$ cat src/rtl/qpe_pkg.sv
`timescale 1ns / 1ps
package qpe_pkg;

  localparam int unsigned MaxChars = 5;

  localparam logic [7:0] CH_TAB = 8'd9;
  localparam logic [7:0] CH_LF  = 8'd10;
  localparam logic [7:0] CH_SP  = 8'd32;
  localparam logic [7:0] CH_EQ  = 8'd61;
  localparam logic [7:0] CH_DEL = 8'd127;
  localparam logic [7:0] CH_0   = 8'd48;
  localparam logic [7:0] CH_A   = 8'd65;

  localparam logic [7:0] LIMIT_RESET = 8'd72;

  typedef struct packed {
    logic [7:0] data_byte;
    logic       end_of_data;
  } item_t;

  typedef struct packed {
    logic [7:0] out_byte;
    logic       last_of_run;
  } result_t;

  typedef logic [MaxChars-1:0][7:0] chars_t;

  typedef struct packed {
    chars_t     chars;
    logic [2:0] cnt;
    logic [7:0] col_next;
    logic       blank_next;
  } enc_t;

  function automatic logic [7:0] hex_digit(input logic [3:0] nib);
    logic [7:0] r;
    if (nib < 4'd10) begin
      r = CH_0 + {4'd0, nib};
    end else begin
      r = CH_A + {4'd0, nib} - 8'd10;
    end
    return r;
  endfunction

endpackage

$ cat src/rtl/qpe_encode.sv
`timescale 1ns / 1ps
module qpe_encode (
  input  qpe_pkg::item_t item,
  input  logic [7:0]     col,
  input  logic           blank,
  input  logic [7:0]     limit,
  output qpe_pkg::enc_t  enc
);

  logic                 esc;
  logic [8:0]           col_new;
  logic                 blank_new;
  logic                 tail;
  logic [2:0]           mcnt;
  qpe_pkg::chars_t      main;

  always_comb begin
    esc = ((item.data_byte < qpe_pkg::CH_SP) && (item.data_byte != qpe_pkg::CH_LF) &&
           (item.data_byte != qpe_pkg::CH_TAB)) ||
          (item.data_byte == qpe_pkg::CH_EQ) || (item.data_byte >= qpe_pkg::CH_DEL);
    main = '0;
    if (esc) begin
      main[0]   = qpe_pkg::CH_EQ;
      main[1]   = qpe_pkg::hex_digit(item.data_byte[7:4]);
      main[2]   = qpe_pkg::hex_digit(item.data_byte[3:0]);
      mcnt      = 3'd3;
      col_new   = {1'b0, col} + 9'd3;
      blank_new = 1'b0;
    end else if (item.data_byte == qpe_pkg::CH_LF) begin
      if (blank) begin
        main[0] = qpe_pkg::CH_EQ;
        main[1] = qpe_pkg::CH_LF;
        main[2] = qpe_pkg::CH_LF;
        mcnt    = 3'd3;
      end else begin
        main[0] = qpe_pkg::CH_LF;
        mcnt    = 3'd1;
      end
      col_new   = '0;
      blank_new = 1'b0;
    end else begin
      main[0]   = item.data_byte;
      mcnt      = 3'd1;
      col_new   = {1'b0, col} + 9'd1;
      blank_new = (item.data_byte == qpe_pkg::CH_SP) || (item.data_byte == qpe_pkg::CH_TAB);
    end

    // soft break on overflow, or closing break at end of message
    tail = (col_new > {1'b0, limit}) || (item.end_of_data && (col_new != 9'd0));

    for (int i = 0; i < qpe_pkg::MaxChars; i++) begin
      if (3'(i) < mcnt) begin
        enc.chars[i] = main[i];
      end else if (3'(i) == mcnt) begin
        enc.chars[i] = qpe_pkg::CH_EQ;
      end else begin
        enc.chars[i] = qpe_pkg::CH_LF;
      end
    end
    enc.cnt = tail ? mcnt + 3'd2 : mcnt;
    if (tail || item.end_of_data) begin
      enc.col_next   = '0;
      enc.blank_next = 1'b0;
    end else begin
      enc.col_next   = col_new[7:0];
      enc.blank_next = blank_new;
    end
  end

endmodule

$ cat src/rtl/quoted_printable_encoder_top.sv
`timescale 1ns / 1ps
// Each input item is registered in item_q and then loaded into the run register
// (chars, cnt) before its first output character is valid.
// Throughput: one output character per cycle while result_ready is high; an item
// produces 1 to 5 characters (an escaped byte alone produces 3).
// One item is held in the input register while the previous one drains.
// Synchronous reset: queues empty, column 0, line limit 72.
module quoted_printable_encoder_top (
  input  logic              clk,
  input  logic              rst,
  input  logic              item_valid,
  output logic              item_ready,
  input  qpe_pkg::item_t    item,
  output logic              result_valid,
  input  logic              result_ready,
  output qpe_pkg::result_t  result,
  input  logic              cfg_we,
  input  logic [7:0]        cfg_data
);

  qpe_pkg::item_t  item_q;
  logic            item_q_valid;
  qpe_pkg::chars_t chars;
  logic [2:0]      cnt;
  logic [2:0]      idx;
  logic            seq_valid;
  logic [7:0]      col;
  logic            blank;
  logic [7:0]      limit;
  qpe_pkg::enc_t   enc;
  logic            at_last;
  logic            load;

  qpe_encode u_enc (
    .item  (item_q),
    .col   (col),
    .blank (blank),
    .limit (limit),
    .enc   (enc)
  );

  assign at_last    = (idx == cnt - 3'd1);
  assign load       = item_q_valid && (!seq_valid || (result_ready && at_last));
  assign item_ready = !item_q_valid || load;

  assign result_valid       = seq_valid;
  assign result.out_byte    = chars[idx];
  assign result.last_of_run = at_last;

  always_ff @(posedge clk) begin
    if (rst) begin
      item_q_valid <= 1'b0;
      seq_valid    <= 1'b0;
      idx          <= '0;
      cnt          <= '0;
      col          <= '0;
      blank        <= 1'b0;
      limit        <= qpe_pkg::LIMIT_RESET;
    end else begin
      if (cfg_we) begin
        limit <= cfg_data;
      end
      if (item_valid && item_ready) begin
        item_q_valid <= 1'b1;
        item_q       <= item;
      end else if (load) begin
        item_q_valid <= 1'b0;
      end
      if (load) begin
        seq_valid <= 1'b1;
        chars     <= enc.chars;
        cnt       <= enc.cnt;
        idx       <= '0;
        col       <= enc.col_next;
        blank     <= enc.blank_next;
      end else if (seq_valid && result_ready) begin
        if (at_last) begin
          seq_valid <= 1'b0;
        end else begin
          idx <= idx + 3'd1;
        end
      end
    end
  end

`ifndef NO_ASSERTIONS
  a_idx_in_range: assert property (@(posedge clk) disable iff (rst)
    seq_valid |-> (idx < cnt))
    else $error("character index beyond run length");

  a_cnt_range: assert property (@(posedge clk) disable iff (rst)
    seq_valid |-> (cnt != 3'd0 && cnt <= 3'd5))
    else $error("run length out of range");

  a_eod_clears: assert property (@(posedge clk) disable iff (rst)
    (load && item_q.end_of_data) |=> (col == 8'd0 && !blank))
    else $error("column not cleared at end of message");

  a_drain_empty: assert property (@(posedge clk) disable iff (rst)
    (seq_valid && result_ready && at_last && !item_q_valid) |=> !seq_valid)
    else $error("run not retired after final transfer");

  a_hold_run: assert property (@(posedge clk) disable iff (rst)
    (seq_valid && !result_ready) |=> (seq_valid && $stable(idx)))
    else $error("stalled run advanced");
`endif

endmodule
$ cat config.mk
export PLATFORM = sky130hd
export DESIGN_NAME = quoted_printable_encoder_top
export DESIGN_NICKNAME = d
export VERILOG_FILES = /design/src/rtl/qpe_pkg.sv /design/src/rtl/qpe_encode.sv /design/src/rtl/quoted_printable_encoder_top.sv
export SDC_FILE = /design/constraint.sdc
export NUM_CORES = 1
export LEC_CHECK = 0
export BUFFER_PORTS_ARGS = -buffer_cell sky130_fd_sc_hd__buf_2
export CAP_MARGIN = 40
export CELL_PAD_IN_SITES_DETAIL_PLACEMENT = 1
export CELL_PAD_IN_SITES_GLOBAL_PLACEMENT = 2
export CORE_ASPECT_RATIO = 0.9
export CORE_MARGIN = 1.5
export CORE_UTILIZATION = 35
export CTS_CLUSTER_DIAMETER = 40
export DETAILED_ROUTE_END_ITERATION = 6
export GPL_TIMING_DRIVEN = 1
export PLACE_DENSITY_LB_ADDON = 0.1
export SLEW_MARGIN = 20
export SYNTH_ARGS = -nofsm -noshare
export SYNTH_HDL_FRONTEND = slang
export SYNTH_SLANG_ARGS = --single-unit
$ cat constraint.sdc
create_clock -name clk -period 5.4 [get_ports clk]
set_input_delay 0.54 -clock clk [delete_from_list [all_inputs] [get_ports clk]]
set_output_delay 0.54 -clock clk [all_outputs]
set_load 0.005 [all_outputs]
==> results.md, run 1 <==
- Final Cycle Share: 93.3%
- Hold crit path type: primary input to register
- Core ar.: 9700 sq um
- Dpl cells: 514
- Place WS: about 0.43 ns
- Synthesized instance count: 370
- Worst path cell trace: inv_1, ha_1, mux2_4, a41o_1, nor2_2, a21boi_0, o211a_1, ha_1, a21o_1, a21oi_1, and2_0, nor2_1, nor3_1, nand2_1, a221o_1, ha_1, a22o_1
- Hold depth: 1
- Hold Buf Count CTS: 0
- Synth cell types: 67
- Wire per inst: 17.1 microns
- Max-cap violations: 0
- IO Port Bufs: 32
- Largest net degree at the start of global routing: 23
- Reg-to-reg startpoint: item_q[2]$_DFFE_PP_
- Die area: approximately 11000 sq um
- GRT overflow: 0
- Worst-case reg-to-reg path depth: 17
- TritonCTS clock tree: done
- Unrepaired setup endpoints after global routing: no
- Non-filler cells, final: 530
- Layout cells sized above 1: 15.6%
- Post-synth top area cell: edfxtp_1
- Resized Gates After CTS: 0
- Clock Path Buffers: 2
- CTS buffer count: 9
- Number of synthesized register bits: 58
- FF-to-FF setup slack: 0.36 ns
- CTS Root Cell: clkbuf_8
- Die Ht: about 98 microns
- Top-count cell post-synth: nand2_1
- Drt via density: 5.29
- # setup viols final: 0
- Post-Syn Area per Cell: 9.47 sq um
- First-pass GRT wire length: 14700 microns
- Cell area after synthesis: 3500 sq um
- Maximum vdd drop: approximately 0.15 mV
- Register area share after synthesis: 42.6%
- Row Count: 34
- Setup ws final: 0.361 ns
- Global Route Usage Sum: a little under a fifth
- Worst skew pair latency: 0.34 ns
- CTS HTree Levels: 3
- R2r endpoint: cnt[1]$_SDFFE_PP0P_
- Initial antenna violation count: 0
- Total power: a little over 0.001 W
- IO Count: 33
- Max incr delay on CP: ~0.45 ns
- PD cells: 257 nW/um^2
- Vias in the first global route: 2797
- Skew final: 0.00716 ns
- CP Class: register to register
- Min cycle time layout: 5.04 ns
- Area contributors post-synth: edfxtp_1 (28%), dfxtp_1 (14%), ha_1 (7.1%)
- CP max FO: 11
- Placed wire-length estimate: approximately 7000 microns
- GP Congestion: 0.791
- Vias: roughly 2800
- Max-slew violation count: 0
- Leakage power: 1.55 nW
- Hold path endpoint: item_q[7]$_DFFE_PP_
- Syn_nets: 412
- Initial DRC count: 166
- Routed wire length: 9080 microns
- Crit-path most repeated cell: ha_1
- Post-CTS Setup Inserts: 0
- Die width: 108 microns
- Crit end category: register
- Ys async rst share: 0%
- Nets: approximately 440
- Top post-synthesis cells by count: nand2_1 (38), edfxtp_1 (33), nor2_1 (30), inv_1 (26), dfxtp_1 (25)
- Initial DRT Pass Iterations: 4
- Worst EP required: 5.64 ns
- Syn. warnings: 0
- EDFF count, synth: 33
- Area grow syn2layout: 13.1%
- Worst path arrival time: 5.28 ns
- Layout fillers: 1140
- Nature of the critical path startpoint: register
- CTS clk-pin slew, worst paths: 0.07 ns
- Starting Density: 36.1%
- Clock sink total: 58
- Setup TNS: 0 ns
- ANT cells: 0
- WHS: 0.367 ns
- Routed Antenna Nets: 0
- Rel. slew slack: between 40% and 50%
- Slowest stage cell, crit path: edfxtp_1
- Run status: completed
- Residual DRC count: 0
- Slew of the pin with the lowest slew margin: between 0.8 and 0.9 ns
- Top FF cell, synth: edfxtp_1
- Maximum clock rate: 0.198 GHz
- Final hold violation count: 0
- Yosys top cell area share: between 20% and 30%
- Hold_sp: item[7]
## layout by cell type, fill, tap and decap left out, types with 12 or more instances in the layout
cell / n
nor2_1: 30
ha_1: 20
inv_1: 26
o21ai_0: 17
edfxtp_1: 33
dfxtp_1: 25
buf_2: 32
nand2_1: 38
nand4_1: 12
a21oi_1: 16
## registers in the layout (all words and copies together) (netlist names)
| name | flops |
|---|---|
| chars | 24 |
| item_q_valid | 1 |
| blank | 1 |
| limit | 8 |
| cnt | 3 |
| result_valid | 1 |
| idx | 3 |
| col | 8 |
| item_q | 9 |
## logic make-up (layout without fill, tap and decap cells)
family	Yosys count	after routing	synth area share, %
AOI/OAI and AO/OA	89	89	18.8
xor gates and xnor gates	9	9	2.68
adders and majority gates	20	20	7.14
buffers and inverters	45	79	5.32
DFF	58	58	42.6
muxes	12	12	3.93
other	1	1	0.107
and+or+nand+nor	136	136	19.4
## metrics by stage
step | utilization, % | area, sq um
floorplan | - | 3500
global placement | 38.7 | 3750
detailed placement | 38.9 | 3780
CTS | 40.8 | 3960
global route | 40.8 | 3960
finish | 40.8 | 3960
## area by class of cell
cell class / instances / area [sq um] / area share (%)
clock inverters: 7 / 60.1 / 1.52
multi-input cells: 267 / 1830 / 46.1
flip-flops and latches: 58 / 1490 / 37.7
repair buffers: 37 / 205 / 5.18
inverters: 26 / 97.6 / 2.46
clock buffers: 9 / 124 / 3.13
well taps: 126 / 158 / 3.98
## how the worst max path moves through the flow
stage | startpoint | end | slack (ns) | depth (start not counted)
floorplan | item_q[2]$_DFFE_PP_ | cnt[1]$_SDFFE_PP0P_ | 1.22 | 17
global placement | item_q[2]$_DFFE_PP_ | cnt[1]$_SDFFE_PP0P_ | 0.67 | 17
detailed placement | item_q[2]$_DFFE_PP_ | cnt[1]$_SDFFE_PP0P_ | 0.43 | 17
CTS | item_q[2]$_DFFE_PP_ | cnt[1]$_SDFFE_PP0P_ | 0.40 | 17
global route | item_q[2]$_DFFE_PP_ | cnt[1]$_SDFFE_PP0P_ | 0.03 | 17
finish | item_q[2]$_DFFE_PP_ | cnt[1]$_SDFFE_PP0P_ | 0.36 | 17
## where the power goes
group	internal [W]	leakage (nW)	switching (W)
registers	0.000486	0.506	0.0000184
clock network	0.000207	0.0939	0.000175
logic	0.0000531	0.948	0.0000804
total	0.000746	1.55	0.000273
## metal layers
layer / vias up / share of wire [%] / GRT usage (%)
li1: 1401 / - / -
met1: 1344 / 53 / 26.6
met2: 50 / 42 / 26.4
met3: 7 / 3.9 / 5.14
met4: 0 / 0.87 / 5.06
met5: - / 0 / 0
## worst max-delay path: cells and delay by family, from the launching register on
| kind | cells | cell delay [ns] |
|---|---|---|
| AO/OA/AOI/OAI | 7 | 1.67 |
| AND/OR/NAND/NOR | 5 | 1.57 |
| adder cells (fa/ha/maj) | 3 | 0.83 |
| flip-flops | 1 | 0.45 |
| multiplexers | 1 | 0.30 |
| buffers and inverters | 1 | 0.13 |
(Power assumes the default switching activity.)
==> inputs of run 2 (changes only) <==
--- a/config.mk
+++ b/config.mk
@@ -10,7 +10,7 @@
 export CELL_PAD_IN_SITES_DETAIL_PLACEMENT = 1
 export CELL_PAD_IN_SITES_GLOBAL_PLACEMENT = 2
 export CORE_ASPECT_RATIO = 0.9
-export CORE_MARGIN = 1.5
+export CORE_MARGIN = 2
 export CORE_UTILIZATION = 35
 export CTS_CLUSTER_DIAMETER = 40
 export DETAILED_ROUTE_END_ITERATION = 6
==> results.md, run 2 (same netlist as run 1, synthesis figures left out) <==
- Worst-case reg-to-reg path depth: 17 (unchanged)
- Clock share of power: 39.2% (+1.7 points)
- Max-slew violation count: 0 (unchanged)
- Routed wire length: 9260 microns (+2.0%)
- Slowest stage cell, crit path: edfxtp_1
- PD cells: 263 nW/um^2 (+2.1%)
- Max-cap violations: 0 (unchanged)
- IO Count: 33 (unchanged)
- Hold_sp: item[5]
- Global Route Usage Sum: 18.5% (+0.22 points)
- # setup viols final: 0 (unchanged)
- Placed wire-length estimate: 7030 microns (+1.1%)
- Setup TNS: 0 ns (unchanged)
- Nature of the critical path startpoint: register
- CTS Root Cell: clkbuf_8
- Crit end category: register
- Grt met1 use: 27.0% (+0.44 points)
- Residual DRC count: 0 (unchanged)
- WHS: 0.364 ns (-0.00279 ns)
- Maximum vdd drop: 0.117 mV (-24%)
- Logic pwr share: 12.8% (-0.3 points)
- Final Cycle Share: 90.9% (-2.5 points)
- Die Ht: 98.9 microns (+1.0%)
- CP startpoint: item_q[2]$_DFFE_PP_
- Starting Density: 36.1% (unchanged)
- Skew final: 0.00768 ns (+0.000513 ns)
- Clock sink total: 58 (unchanged)
- Largest net degree at the start of global routing: 23 (unchanged)
- First-pass GRT wire length: 15100 microns (+2.9%)
- CTS clk-pin slew, worst paths: 0.07 ns (about the same)
- Die width: 109 microns (+0.92%)
- Nets: 442 (+0.23%)
- Initial DRC count: 165 (-0.60%)
- Min cycle time layout: 4.91 ns (-0.133 ns)
- Wire per inst: 17.4 microns (+1.8%)
- Routed Antenna Nets: 0 (unchanged)
- Leakage power: 1.56 nW (+1.1%)
- Vias in the first global route: 2835 (+1.4%)
- Drt via density: 5.30 (+0.20%)
- CTS buffer count: 9 (unchanged)
- Initial DRT Pass Iterations: 4 (unchanged)
- Unrepaired setup endpoints after global routing: no
- Run status: completed
- Slew of the pin with the lowest slew margin: 0.779 ns (-0.0545 ns)
- Max FFs per register: 24 (unchanged)
- CP max FO: 9 (-2)
- Sequential share of power: 48.0% (-1.4 points)
- FF-to-FF setup slack: 0.49 ns (+0.13 ns)
- GRT overflow: 0 (unchanged)
- Core ar.: 9700 sq um (unchanged)
- Layout cells sized above 1: 15.8% (+0.21 points)
- Non-filler cells, final: 531 (+0.19%)
- Place WS: 0.453 ns (+0.0269 ns)
- Grt met2 use: 27.2% (+0.79 points)
- ANT cells: 0 (unchanged)
- R2r endpoint: cnt[1]$_SDFFE_PP0P_
- Crit-path most repeated cell: ha_1
- Final hold violation count: 0 (unchanged)
- Clock Path Buffers: 2 (unchanged)
- Row Count: 34 (unchanged)
- Total power: 0.00105 W (+2.9%)
- Commonest non-fill, non-tap cells in the layout: nand2_1 (38), edfxtp_1 (33), buf_2 (32), nor2_1 (30), inv_1 (26)
- Die area: 10800 sq um (+2.0%)
- Worst EP required: 5.63 ns (about the same)
- Reg-to-reg startpoint: item_q[2]$_DFFE_PP_
- Vias: 2813 (+0.39%)
- Most flop-heavy register: chars
- Commonest non-fill, non-tap cell in the layout: nand2_1
- CP Class: register to register
- Largest regs: chars x24, item_q x9
- Sw power: 0.000278 W (+1.5%)
- Worst skew pair latency: 0.35 ns (about the same)
- Hold crit path type: primary input to register
- Grt peak-use layer: met2
- GP Congestion: 0.819 (+3.6%)
- IO Port Bufs: 32 (unchanged)
- Worst path arrival time: 5.14 ns (-0.14 ns)
- Met3 global-route usage: 4.17% (-0.97 points)
- Initial antenna violation count: 0 (unchanged)
- Dpl cells: 514 (unchanged)
- Area grow syn2layout: 14.0%
- TritonCTS clock tree: done
- Hold Buf Count CTS: 0 (unchanged)
- Switching share of power: 26.5% (-0.37 points)
- CTS HTree Levels: 3 (unchanged)
- Worst path cell trace: inv_1, ha_1, mux2_4, a41oi_4, nand2_1, a211oi_1, o311ai_0, o31ai_1, ha_1, a21oi_1, and2_0, nor2_1, nor3_1, nand2_1, a221o_1, ha_1, a22o_1
- Internal power: 0.000771 W (+3.5%)
- Setup ws final: 0.494 ns (+0.133 ns)
- Hold depth: 1 (unchanged)
- Maximum clock rate: 0.204 GHz (+2.7%)
- Hold path endpoint: item_q[5]$_DFFE_PP_
- Max incr delay on CP: 0.44 ns (about the same)
- Rel. slew slack: 48.0% (+3.8 points)
## run 2: changes by cell type in the layout (fill, tap and decap cells not counted), sizes merged
cell / before / now
buf: 37 / 38
bufinv: 1 / 0
clkbuf: 9 / 15
clkinv: 5 / 1
clkinvlp: 1 / 0
## run 2: cell type report
| class | instances | area, sq um |
|---|---|---|
| tap | 126 | 158 |
| multi-input combinational | 267 | 1830 |
| fill | 1139 | 5710 |
| sequential | 58 | 1490 |
| clock inverter | 1 | 5.00 |
| clock buffer | 15 | 198 |
| timing repair buffer | 38 | 213 |
| inverter | 26 | 97.6 |
## run 2: critical path: cells and delay by family (launching register included)
kind | cells | cell delay (ns)
and+or+nand+nor | 5 | 1.38
muxes | 1 | 0.30
buffers and inverters | 1 | 0.13
adders and majority gates | 3 | 0.89
AOI/OAI and AO/OA | 7 | 1.64
DFF | 1 | 0.44
## run 2: power by group through the flow
| stage | registers [W] | clock network [W] | logic (W) |
|---|---|---|---|
| 2_1_floorplan | 0.000503 | 0 | 0.0000983 |
| 3_3_place_gp | 0.000513 | 0 | 0.000131 |
| 3_5_place_dp | 0.000514 | 0 | 0.000134 |
| 4_1_cts | 0.000504 | 0.000426 | 0.000134 |
| 5_1_grt | 0.000506 | 0.000442 | 0.000153 |
| 6_report | 0.000504 | 0.000411 | 0.000134 |
## run 2: how the worst max path moves through the flow
stage | end | slack (ns) | cells after the start
after floorplan | cnt[1]$_SDFFE_PP0P_ | 1.22 | 17
after global placement | cnt[1]$_SDFFE_PP0P_ | 0.67 | 17
after detailed placement | cnt[1]$_SDFFE_PP0P_ | 0.45 | 17
after CTS | cnt[1]$_SDFFE_PP0P_ | 0.40 | 17
after global routing | cnt[1]$_SDFFE_PP0P_ | 0.02 | 17
final | cnt[1]$_SDFFE_PP0P_ | 0.49 | 17
## run 2: what timing repair did
action                     4_1_cts  5_1_grt
resized for setup                0        1
setup endpoints to repair        0        1
buffers inserted                 0        0
## run 2: per-stage QoR
step / area [sq um] / util [%]
global placement: 3750 / 38.7
CTS: 3980 / 41.0
detailed placement: 3780 / 38.9
floorplan: 3500 / -
finish: 3990 / 41.2
global route: 3990 / 41.2
## run 2: per-layer routing
metal | part of all wire [%] | vias to the layer above
met3 | 5.1 | 10
met2 | 43 | 59
met4 | 1.3 | 0
li1 | - | 1401
met5 | 0 | -
met1 | 51 | 1343
==> inputs of run 3 (changes only) <==
--- a/config.mk
+++ b/config.mk
@@ -10,12 +10,12 @@
 export CELL_PAD_IN_SITES_DETAIL_PLACEMENT = 1
 export CELL_PAD_IN_SITES_GLOBAL_PLACEMENT = 2
 export CORE_ASPECT_RATIO = 0.9
-export CORE_MARGIN = 2
+export CORE_MARGIN = 1
 export CORE_UTILIZATION = 35
 export CTS_CLUSTER_DIAMETER = 40
 export DETAILED_ROUTE_END_ITERATION = 6
 export GPL_TIMING_DRIVEN = 1
-export PLACE_DENSITY_LB_ADDON = 0.1
+export PLACE_DENSITY = 0.73
 export SLEW_MARGIN = 20
 export SYNTH_ARGS = -nofsm -noshare
 export SYNTH_HDL_FRONTEND = slang
==> results.md, run 3 (same netlist as run 1, synthesis figures left out) <==
- Max-slew violation count: 0 (unchanged)
- Logic pwr share: 12.7% (about the same)
- FF-to-FF setup slack: 0.46 ns (-0.04 ns)
- Sequential cell area: 1490 sq um (unchanged)
- Min cycle time layout: 4.94 ns (+0.0372 ns)
- ANT cells: 0 (unchanged)
- Final Cycle Share: 91.5% (+0.69 points)
- Initial DRC count: 133 (-19%)
- Placed wire-length estimate: 6820 microns (-2.9%)
- Hold crit path type: primary input to register
- Area grow syn2layout: 13.7%
- Vias: 2806 (-0.25%)
- Nets: 440 (-0.45%)
- CTS clk-pin slew, worst paths: 0.06 ns (about the same)
- Slowest stage cell, crit path: edfxtp_1
- # setup viols final: 0 (unchanged)
- CP startpoint: item_q[2]$_DFFE_PP_
- Max incr delay on CP: 0.45 ns (about the same)
- Global Route Usage Sum: 18.6% (+0.12 points)
- Maximum vdd drop: 0.127 mV (+9.3%)
- Die Ht: 96.9 microns (-2.0%)
- Wire per inst: 16.8 microns (-3.7%)
- Die width: 107 microns (-1.8%)
- Unrepaired setup endpoints after global routing: no
- Max FFs per register: 24 (unchanged)
- Core ar.: 9700 sq um (unchanged)
- Switching share of power: 25.9% (-0.52 points)
- Max-cap violations: 0 (unchanged)
- Reg-to-reg startpoint: item_q[2]$_DFFE_PP_
- GP Congestion: 0.781 (-4.7%)
- Area of the multi-input gates: 1840 sq um (+0.27%)
- IO Count: 33 (unchanged)
- Largest regs: chars x24, item_q x9
- Routed Antenna Nets: 0 (unchanged)
- Layout fillers: 1134 (-0.44%)
- Clock Path Buffers: 2 (unchanged)
- Row Count: 34 (unchanged)
- Worst path arrival time: 5.17 ns (+0.03 ns)
- Worst path cell trace: inv_1, ha_1, mux2_4, a41oi_4, nand2_1, a211oi_1, o311ai_0, o31ai_1, ha_1, a21oi_1, and2_0, nor2b_1, mux2i_1, nand2_1, a221o_1, ha_1, a22o_1
- Worst skew pair latency: 0.34 ns (about the same)
- Cell family with most CP delay: compound AO/OA/AOI/OAI gates
- Clock sink total: 58 (unchanged)
- Vias in the first global route: 2844 (+0.32%)
- Rel. slew slack: 47.3% (-0.67 points)
- Most flop-heavy register: chars
- Hold path endpoint: item_q[0]$_DFFE_PP_
- Residual DRC count: 0 (unchanged)
- Maximum clock rate: 0.202 GHz (-0.75%)
- IO Port Bufs: 32 (unchanged)
- Run status: completed
- Die area: 10400 sq um (-3.8%)
- Setup ws final: 0.457 ns (-0.0372 ns)
- Nature of the critical path startpoint: register
- Internal power: 0.000771 W (about the same)
- CP Class: register to register
- Starting Density: 36.1% (unchanged)
- Hold depth: 1 (unchanged)
- CTS Root Cell: clkbuf_8
- Layout cells sized above 1: 15.6% (-0.17 points)
- Initial DRT Pass Iterations: 4 (unchanged)
- Commonest non-fill, non-tap cell in the layout: nand2_1
- TritonCTS clock tree: done
- R2r endpoint: cnt[1]$_SDFFE_PP0P_
- Sequential share of power: 48.3% (+0.3 points)
- Clock share of power: 39.0% (-0.2 points)
- Skew final: 0.0101 ns (+0.00242 ns)
- CP max FO: 9 (unchanged)
- First-pass GRT wire length: 14700 microns (-2.7%)
- Place WS: 0.304 ns (-0.150 ns)
- CP bufs+invs: 1 (unchanged)
- Worst-case reg-to-reg path depth: 17 (unchanged)
- Leakage power: 1.56 nW (-0.60%)
- GRT overflow: 0 (unchanged)
- CTS HTree Levels: 3 (unchanged)
- Setup TNS: 0 ns (unchanged)
- Worst EP required: 5.63 ns (about the same)
- Commonest non-fill, non-tap cells in the layout: nand2_1 (38), edfxtp_1 (33), buf_2 (32), nor2_1 (30), inv_1 (26)
- PD cells: 261 nW/um^2 (-0.51%)
- Initial antenna violation count: 0 (unchanged)
- Routed wire length: 8880 microns (-4.1%)
- Largest net degree at the start of global routing: 23 (unchanged)
- Sw power: 0.000270 W (-2.7%)
- CTS buffer count: 9 (unchanged)
- WHS: 0.377 ns (+0.0124 ns)
- Hold_sp: item[0]
- Crit-path most repeated cell: ha_1
- Final hold violation count: 0 (unchanged)
- Slew of the pin with the lowest slew margin: 0.787 ns (+0.00828 ns)
- Crit end category: register
- Drt via density: 5.30 (+0.13%)
==> run 3: cell count changes in the layout (fill, tap and decap cells not counted) <==
cell / before / now
buf_4: 5 / 3
nor3_1: 10 / 9
nor3_2: 1 / 2
==> run 3: how the worst max path moves through the flow <==
| stage | to | depth (start not counted) | slack (ns) |
|---|---|---|---|
| final | cnt[1]$_SDFFE_PP0P_ | 17 | 0.46 |
| after global routing | cnt[1]$_SDFFE_PP0P_ | 17 | 0.11 |
| after CTS | cnt[1]$_SDFFE_PP0P_ | 17 | 0.29 |
| after detailed placement | cnt[1]$_SDFFE_PP0P_ | 17 | 0.30 |
| after global placement | cnt[1]$_SDFFE_PP0P_ | 17 | 0.48 |
| after floorplan | cnt[1]$_SDFFE_PP0P_ | 17 | 1.22 |
==> run 3: worst reg2reg max path: stages, from the launching register on <==
cell and delay (ns):
edfxtp_1 0.45, inv_1 0.14, ha_1 0.26, mux2_4 0.30, a41oi_4 0.38, nand2_1 0.27, a211oi_1 0.25, o311ai_0 0.15
o31ai_1 0.23, ha_1 0.37, a21oi_1 0.18, and2_0 0.31, nor2b_1 0.09, mux2i_1 0.37, nand2_1 0.26, a221o_1 0.35
ha_1 0.27, a22o_1 0.20
==> run 3: power by group through the flow <==
stage,registers (W),clock network (W),logic [W]
after global placement,0.000513,0,0.000128
after detailed placement,0.000513,0,0.000133
after CTS,0.000503,0.000419,0.000133
final,0.000503,0.000406,0.000132
after floorplan,0.000503,0,0.0000983
after global routing,0.000506,0.000435,0.000151
==> run 3: cell type report <==
| cell class | instances | share of cell area, % |
|---|---|---|
| Multi-Input combinational cell | 267 | 46.1 |
| Sequential cell | 58 | 37.4 |
| Clock buffer | 15 | 4.96 |
| Timing Repair Buffer | 36 | 4.96 |
| Tap cell | 126 | 3.96 |
| Inverter | 26 | 2.45 |
| Clock inverter | 1 | 0.126 |
==> run 3: metrics by stage <==
step / instances / util (%) / power (W) / instance area, sq um
after global placement: 511 / 38.6 / 0.000641 / 3750
after CTS: 528 / 40.9 / 0.00106 / 3970
after global routing: 529 / 41.1 / 0.00109 / 3980
final: 529 / 41.1 / 0.00104 / 3980
after detailed placement: 512 / 38.8 / 0.000646 / 3760
after floorplan: 370 / - / 0.000601 / 3500
==> run 3: timing repair <==
item,CTS,global route
buffers inserted,0,0
hold buffers,0,0
gates resized for setup,0,2
setup endpoints to repair,0,1
==> run 3: layer usage <==
metal  vias up  track usage, %  wire, microns
li1       1402               -              -
met1      1341            25.6           4450
met2        54            29.0           3990
met3         9            4.25            346
met4         0            5.69            106
met5         -               0              0
